**src/hw/rtl/bagr_link_table.sv**
```systemverilog
// Per-link state table: memory with registered read, entry valid bits and write forwarding.
`default_nettype none

module bagr_link_table #(
	parameter int NL = 64,
	parameter int LW = 6,
	parameter int SW = 8
) (
	input  wire logic          clk,
	input  wire logic          arst_n,
	input  wire logic          rd_en,
	input  wire logic [LW-1:0] rd_idx,
	input  wire logic [LW-1:0] lk_idx,
	input  wire logic          wr_en,
	input  wire logic [LW-1:0] wr_idx,
	input  wire logic [SW-1:0] wr_data,
	output logic      [SW-1:0] cur_data
);

	logic [SW-1:0] mem [NL];
	logic [SW-1:0] rd_data_q;
	logic [NL-1:0] vld_q;
	logic          fwd_v_q;
	logic [LW-1:0] fwd_idx_q;
	logic [SW-1:0] fwd_data_q;

	// State memory, written by the word leaving the lookup stage
	always_ff @(posedge clk) begin
		if (wr_en) begin
			mem[wr_idx] <= wr_data;
		end
		if (rd_en) begin
			rd_data_q <= mem[rd_idx];
		end
	end

	// An entry that was never written reads as the reset state
	always_ff @(posedge clk or negedge arst_n) begin
		if (!arst_n) begin
			vld_q <= '0;
		end else if (wr_en) begin
			vld_q[wr_idx] <= 1'b1;
		end
	end

	// The latest write, which the registered read may have missed
	always_ff @(posedge clk or negedge arst_n) begin
		if (!arst_n) begin
			fwd_v_q <= 1'b0;
		end else if (wr_en) begin
			fwd_v_q <= 1'b1;
		end
	end

	always_ff @(posedge clk) begin
		if (wr_en) begin
			fwd_idx_q  <= wr_idx;
			fwd_data_q <= wr_data;
		end
	end

	// Current state of the link in the lookup stage
	always_comb begin
		if (fwd_v_q && (fwd_idx_q == lk_idx)) begin
			cur_data = fwd_data_q;
		end else if (vld_q[lk_idx]) begin
			cur_data = rd_data_q;
		end else begin
			cur_data = '0;
		end
	end

endmodule

`default_nettype wire

```
**config.mk**
```make
export PLATFORM = sky130hd
export DESIGN_NAME = bagr_link_table
export DESIGN_NICKNAME = d
export VERILOG_FILES = /design/src/hw/rtl/bagr_link_table.sv
export SDC_FILE = /design/constraint.sdc
export NUM_CORES = 1
export LEC_CHECK = 0
export ABC_CLOCK_PERIOD_IN_PS = 5500
export BUFFER_PORTS_ARGS = -buffer_cell sky130_fd_sc_hd__buf_2
export CORE_UTILIZATION = 28
export CTS_CLUSTER_DIAMETER = 100
export CTS_CLUSTER_SIZE = 10
export DETAILED_ROUTE_END_ITERATION = 8
export HOLD_SLACK_MARGIN = 0.06
export PLACE_DENSITY = 0.47
export SYNTH_ARGS = -nofsm -noshare
export SYNTH_HDL_FRONTEND = slang
export SYNTH_SLANG_ARGS = --single-unit
```
**constraint.sdc**
```tcl
create_clock -name clk -period 5.5 [get_ports clk]
set_clock_uncertainty 0.15 [all_clocks]
set_input_delay 0.825 -clock clk [delete_from_list [all_inputs] [get_ports clk]]
set_output_delay 0.825 -clock clk [all_outputs]
set_load 0.005 [all_outputs]
```
; ---- Yosys cells after proc, flatten, opt, wreduce, memory -nomap -nowiden
; Memories as Yosys holds them, arrays and structs flattened. A register that Yosys moved wholly into a read port is not among the register bits.
; Index checks and enable logic that the tools add are counted.
[word_totals]
ram_bits = 512
in_bits = 30
memories = 1
ff_bits = 79
[mem_list]
columns = memory, depth, word_bits, rd, rd_clocked_by_memory_dff, wr, line
row1 = mem, 64, 8, 1, 1, 1, 20  ; logic [SW-1:0] mem [NL];
[op_classes]
bitwise = 1
n_eq_ne = 1
n_lt_le_gt_ge = 3
reduce_logical = 2
mux = 8
[ops]
columns = operator, n
row1 = 64-bit OR, 1
row2 = 8-bit two-way mux, 2
row3 = "6-bit by 7-bit less-than comparator with 1-bit output, second input constant", 2
row4 = 1-bit binary-select mux with 6-bit select, 1
row5 = 1-bit demux with 6-bit select, 1
row6 = 6-bit == test, 1
row7 = "6-bit by 1-bit greater-or-equal comparator with 1-bit output, second input constant", 1
row8 = 1-bit two-way mux, 4
row9 = 1-bit logical AND, 2

; ---- Longest topological paths before layout
; Gate-level depths: netlist of the first run.
[logic_depth]
ltp_word = 5
mapped_depth = 8

; ---- Worst setup path before layout of the first run
; Ideal clock, no wire load.
[synth_timing]
path_type = in2out
from = input lk_idx[1]
to = output cur_data[0]
t_arrival_ns = 2.374
path_slack_ns = 2.151
stages = 6
path_cell_list = clkbuf_1 -> mux4_2 -> mux2i_1 -> or2_2 -> a2111o_1 -> o221ai_1
[synth_via]
elab_chain_len = 4
elab_cells_between_ends = 6
classes_between = eq/ne (1) / mux (4) / reduce/logical (1)
[synth_rtl]
columns = item, line
row1 = from (decl), 13  ; input wire logic [LW-1:0] lk_idx,
row2 = 1-bit binary-select mux with 6-bit select, 66  ; end else if (vld_q[lk_idx]) begin
row3 = 1-bit two-way mux (not written as such), 66
row4 = 8-bit two-way mux, 66
row5 = 8-bit two-way mux *, 64  ; if (fwd_v_q && (fwd_idx_q == lk_idx)) begin
row6 = to (decl), 17  ; output logic [SW-1:0] cur_data
; Mark *: on every way between the ends. The rest lies on a longest branch, timed or not. The select of a mux whose other input is x is not followed.

; ---- Worst setup path after layout of the first run
[layout_timing]
from = input lk_idx[0]
to = output cur_data[4]
; Same word-level chain as after synthesis.

==> results of run 1 <==
-- metrics by stage --
stage | instances | area (sq um) | setup WS (ns)
2_1_floorplan | 1129 | 23500 | 2.15
6_report | 2303 | 26800 | 1.34
4_1_cts | 2302 | 26800 | 1.36
3_5_place_dp | 2202 | 24900 | 1.37
3_3_place_gp | 2202 | 24900 | 1.45
5_1_grt | 2302 | 26800 | 1.22
-- cell type report --
class	instances	share of cell area [%]
Tap cell	1070	4.99
Timing Repair Buffer	58	1.51
Clock buffer	96	6.97
Multi-Input combinational cell	466	20.4
Inverter	9	0.126
Sequential cell	599	65.8
Antenna cell	1	0.00932
Clock inverter	4	0.186
-- synth_stat cells, types with 2 or more instances --
cell type / count
a21oi_1: 7
a22oi_1: 10
and3_1: 2
buf_1: 6
buf_2: 9
buf_4: 8
buf_6: 4
clkbuf_1: 27
dfrtp_1: 65
edfxtp_1: 534
inv_1: 9
mux2_2: 9
mux2i_1: 41
mux4_2: 157
nand2_1: 28
nand2b_1: 7
nand3_1: 9
nand3b_1: 3
nand4_1: 2
nor2_1: 69
nor2b_1: 6
nor3_1: 3
o21ai_0: 2
o21ai_1: 5
o221ai_1: 8
o31ai_1: 5
or2_2: 67
or3_1: 9
or3b_2: 2
xnor2_1: 5
-- kinds of logic (layout without fill, tap and decap cells) --
| kind of cell | count (synthesis) | count (layout) |
|---|---|---|
| buf+inv | 64 | 167 |
| compound gates | 43 | 43 |
| mux | 207 | 207 |
| flops | 599 | 599 |
| other cells | 0 | 1 |
| xor+xnor | 6 | 6 |
| simple gates | 210 | 210 |
-- registers in the layout, summed over array words and instances, names as in the netlist --
signal	count
fwd_data_q	8
fwd_idx_q	6
fwd_v_q	1
mem	512
rd_data_q	8
vld_q	64
-- worst max-delay path, stage by stage --
cell and delay, ns:
buf_2 0.51, buf_4 0.35, mux2i_1 0.11, a22oi_1 0.17, a41oi_1 0.16, a2111o_1 0.62
o221ai_1 0.27, buf_2 0.15
-- power breakdown --
group	total [uW]	switching (uW)	internal, uW	leakage [uW]
clock	4060	1710	2350	0.000927
combinational	623	351	272	0.00218
sequential	5150	58.0	5090	0.00563
total	9840	2120	7710	0.00874
-- metal layers --
metal,track usage [%],vias to the layer above,part of all wire (%)
met4,4.26,0,2.0
met1,18.6,5939,45
met3,2.23,66,4.5
li1,-,4710,-
met2,22.2,249,48
met5,0,-,0
-- worst paths after layout --
kind / startpoint / end / slack, ns
min: arst_n / vld_q[32] / 0.27
min reg2reg: vld_q[34] / vld_q[34] / 0.31
max reg2reg: mem[11][4] / rd_data_q[4] / 3.14
max: lk_idx[0] / cur_data[4] / 1.34
min in group clk: vld_q[34] / vld_q[34] / 0.31
max in group asynchronous: arst_n / vld_q[49] / 4.31
==> metrics.yaml, run 1 <==
synth_top_area_share_pct: 68.4
first_pass_iters: 5
grt_setup_unrepaired: "no"
avgSynthCellArea_sq_um: 20.8
setup_viol: 0
cp-start-kind: "input pin"
r2r_cells: 4
end_kind: "output pin"
die-area_sq_um: 84900
pin_count: 38
initial_core_util_pct: 28.4
cts_resized: 0
synth_top_cell_by_area: "edfxtp_1"
hold_path_class: "in -> async"
die_h_um: 291
slew_viol_final: 0
port_buffers: 37
drt_iter0_drc: 901
avgViaCountPerCell: 4.76
synth_seq_cells: 599
fin_nets: 1233
grt_pass1_wl_um: 83900
cellPowerDensity_nw_per_um2: 366
wl_per_cell_um: 24.8
hold_violations: 0
required_ns: 4.53
clock-sinks: 599
ir_worst_vdd_uv: 181
num_rows: 105
nFillCells: 7867
synth_top_family_by_area: "multiplexers"
cts-buffers-inserted: 69
synth_warnings: 0
yosys.area_share.adder_pct: 0
cp.arrival_ns: 3.19
place.detailed.hpwl_um: 34100
root_buffer: "clkbuf_16"
grt-ovfl-total: 0
dr_total_vias: 11000
path_max_fanout: 20
post_cts_buffers: 0
coreArea_sq_um: 82500
ys.flop_type: "edfxtp_1"
htreeDepth: 3
synth-compound-area-share_pct: 1.30
clock_path_buffers: 3
yosys.area_share.simple_pct: 4.56
routabilityCongestion: 0.781
fin_crit_ns: 4.16
worst_slew_pin_slew_ns: 1.25
clk_pin_slew_ns: 0.05
insertion_delay_ns: 0.59
multi_input_area_sq_um: 5490
drive_gt1_share_pct: 30.0
mostFrequentLayoutCell: "edfxtp_1"
first_global_vias: 11700
p_total_uw: 9840
synth.area.mux_share_pct: 17.3
synthToLayoutAreaGrowth_pct: 14.5
ys_types: 41
ys_top_cells_by_area: "edfxtp_1, mux4_2, dfrtp_1"
path_class: "in -> out"
antenna_left: 0
cap_violations: 0
slew_headroom_pct: 15.9
cts_tree: "done"
drt_wl_total_um: 57100
ctsHoldBuffers: 0
syn_area_sq_um: 23400
ys_seq_area_share_pct: 75.3
p_leak_uw: 0.00874
regArea_sq_um: 17700
die_x_um: 291
status: "completed"
hold_ws_ns: 0.273
synth-edff-count: 534
layout_common_cells: "edfxtp_1, mux4_2, clkbuf_16"
track_usage_pct: 13.6
antenna_found_initial: 2
syn_nets: 1159
period_share_pct: 75.7
synth-async-reset-ratio_pct: 10.9
drc: 0
syn-instance-count: 1129
grt_start_max_net_pins: 66
fin_tns_setup_ns: 0
postLayoutCoreUtil_pct: 32.5
fmax_mhz: 240
synth-xor-area-share_pct: 0.224
(Power assumes the default switching activity.)
==> inputs of run 2 (changes only) <==
--- a/config.mk
+++ b/config.mk
@@ -5,14 +5,14 @@
 export SDC_FILE = /design/constraint.sdc
 export NUM_CORES = 1
 export LEC_CHECK = 0
-export ABC_CLOCK_PERIOD_IN_PS = 5500
+export ABC_CLOCK_PERIOD_IN_PS = 3400
 export BUFFER_PORTS_ARGS = -buffer_cell sky130_fd_sc_hd__buf_2
 export CORE_UTILIZATION = 28
 export CTS_CLUSTER_DIAMETER = 100
 export CTS_CLUSTER_SIZE = 10
 export DETAILED_ROUTE_END_ITERATION = 8
 export HOLD_SLACK_MARGIN = 0.06
-export PLACE_DENSITY = 0.47
+export PLACE_DENSITY = 0.48
 export SYNTH_ARGS = -nofsm -noshare
 export SYNTH_HDL_FRONTEND = slang
 export SYNTH_SLANG_ARGS = --single-unit
==> constraint.sdc (replaced) <==
create_clock -name clk -period 3.4 [get_ports clk]
set_clock_uncertainty 0.15 [all_clocks]
set_input_delay 0.51 -clock clk [delete_from_list [all_inputs] [get_ports clk]]
set_output_delay 0.51 -clock clk [all_outputs]
set_load 0.005 [all_outputs]
==> metrics.yaml, run 2 (synthesized netlist as in run 1, its figures left out) <==
status: "completed"
cp-start-kind: "flip-flop"
cp.arrival_ns: 2.48
power_frac_clock_pct: 41.5
synthToLayoutAreaGrowth_pct: 18.1
place_area_sq_um: 25700
pin_count: 38
path_max_fanout: 8
coreArea_sq_um: 82500
layout_common_cells: "edfxtp_1, mux4_2, buf_4"
htreeDepth: 3
p_leak_uw: 0.00930
end_kind: "output pin"
grt_pass1_wl_um: 85400
grt-ovfl-total: 0
ir_worst_vdd_uv: 346
required_ns: 2.74
clk_pin_slew_ns: 0.06
r2r-end: "rd_data_q[7]"
hold_start: "wr_idx[0]"
max_stage_delay_ns: 0.53
pwr-share-comb_pct: 6.6
path_class: "reg -> out"
r2r_cells: 5
diodes: 0
initial_core_util_pct: 28.4
clock-sinks: 599
regMostFlops: "mem"
track_usage_pct: 13.9
num_rows: 105
drc: 0
grt_setup_unrepaired: "no"
die-area_sq_um: 84900
fin_tns_setup_ns: 0
swShare_pct: 21.5
drt_wl_total_um: 57800
grt_start_max_net_pins: 66
avgViaCountPerCell: 4.68
drt_iter0_drc: 871
p_switching_uw: 3460
nFillCells: 7811
worstSetupPathDepth: 6
period_share_pct: 92.2
place.detailed.hpwl_um: 36700
worst_slew_pin_slew_ns: 1.18
endpoint: "cur_data[2]"
clock_path_buffers: 3
fmax_mhz: 319
internal-power_uw: 12600
cts-buffers-inserted: 69
drive_gt1_share_pct: 34.9
cap_violations: 0
antenna_left: 0
hold_path_class: "in -> reg"
die_h_um: 291
crit_start: "vld_q[39]"
cts_resized: 0
hold_violations: 0
slew_headroom_pct: 21.4
setup_viol: 0
root_buffer: "clkbuf_16"
crit_slowest_cell: "a2111o_1"
cts_tree: "done"
fin_crit_ns: 3.14
antenna_found_initial: 1
insertion_delay_ns: 0.60
path_cells: "mux4_2, mux2i_1, or2_2, a2111o_1, o221ai_1, buf_2"
r2r_slack_ns: 1.01
die_x_um: 291
worst_r2r_startpoint: "mem[55][7]"
cellPowerDensity_nw_per_um2: 580
slew_viol_final: 0
seqPwrFrac_pct: 52.0
top_regs: "mem x512, vld_q x64"
place_inst: 2301
largest_reg_flops: 512
postLayoutCoreUtil_pct: 33.6
fin_area_sq_um: 27700
dr_total_vias: 11300
port_buffers: 37
routabilityCongestion: 0.838
wl_per_cell_um: 24.0
mostFrequentLayoutCell: "edfxtp_1"
hold_ws_ns: 0.130
first_global_vias: 11900
path_buf_inv: 1
first_pass_iters: 5
crit_family: "compound AO/OA/AOI/OAI gates"
fin_nets: 1333
instances_no_fill: 2411
==> run 2: cell count changes in the layout (fill, tap and decap cells not counted), sizes merged <==
cell         before  now
clkbuf           97  106
clkinv            2    1
inv              11   12
dlygate4sd3       0    1
buf              57  156
diode             1    0
==> run 2: how the worst min path moves through the flow <==
stage / end / slack [ns] / cells past startpoint
2_1_floorplan: fwd_v_q / 0.06 / 0
3_3_place_gp: vld_q[38] / 0.30 / 1
3_5_place_dp: vld_q[32] / 0.30 / 1
4_1_cts: fwd_idx_q[0] / 0.08 / 1
5_1_grt: fwd_idx_q[0] / 0.11 / 1
6_report: fwd_idx_q[0] / 0.13 / 1
==> run 2: layout make-up <==
type / count / area (sq um) / area share, %
repair buffers: 158 / 1220 / 4.40
inverters: 9 / 33.8 / 0.122
clock buffers: 105 / 1930 / 6.95
multi-input cells: 466 / 5480 / 19.8
flip-flops and latches: 599 / 17700 / 63.8
clock inverters: 4 / 42.5 / 0.154
well taps: 1070 / 1340 / 4.83
==> run 2: timing repair <==
item | in CTS | in global routing
hold endpoints to repair | 45 | 0
setup buffers | 0 | 0
hold buffers | 1 | 0
==> run 2: layer usage <==
layer / GRT usage (%) / routed length, um / vias to the layer above
met2: 22.3 / 27800 / 215
met3: 2.34 / 2220 / 72
met5: 0 / 13 / -
met1: 19.2 / 26700 / 6066
li1: - / - / 4930
met4: 4.22 / 1060 / 2
==> run 2: power groups by stage <==
stage	logic (uW)	clock network, uW	registers, uW
2_1_floorplan	627	0	8440
3_3_place_gp	1060	0	8500
3_5_place_dp	1080	0	8490
4_1_cts	1080	6840	8350
5_1_grt	1140	7090	8360
6_report	1060	6660	8350
==> run 2: through the flow <==
| stage | power [uW] | setup WS (ns) |
|---|---|---|
| floorplan | 9070 | 0.681 |
| global placement | 9560 | 0.171 |
| detailed placement | 9570 | 0.198 |
| CTS | 16300 | 0.238 |
| global route | 16600 | 0.117 |
| finish | 16100 | 0.265 |
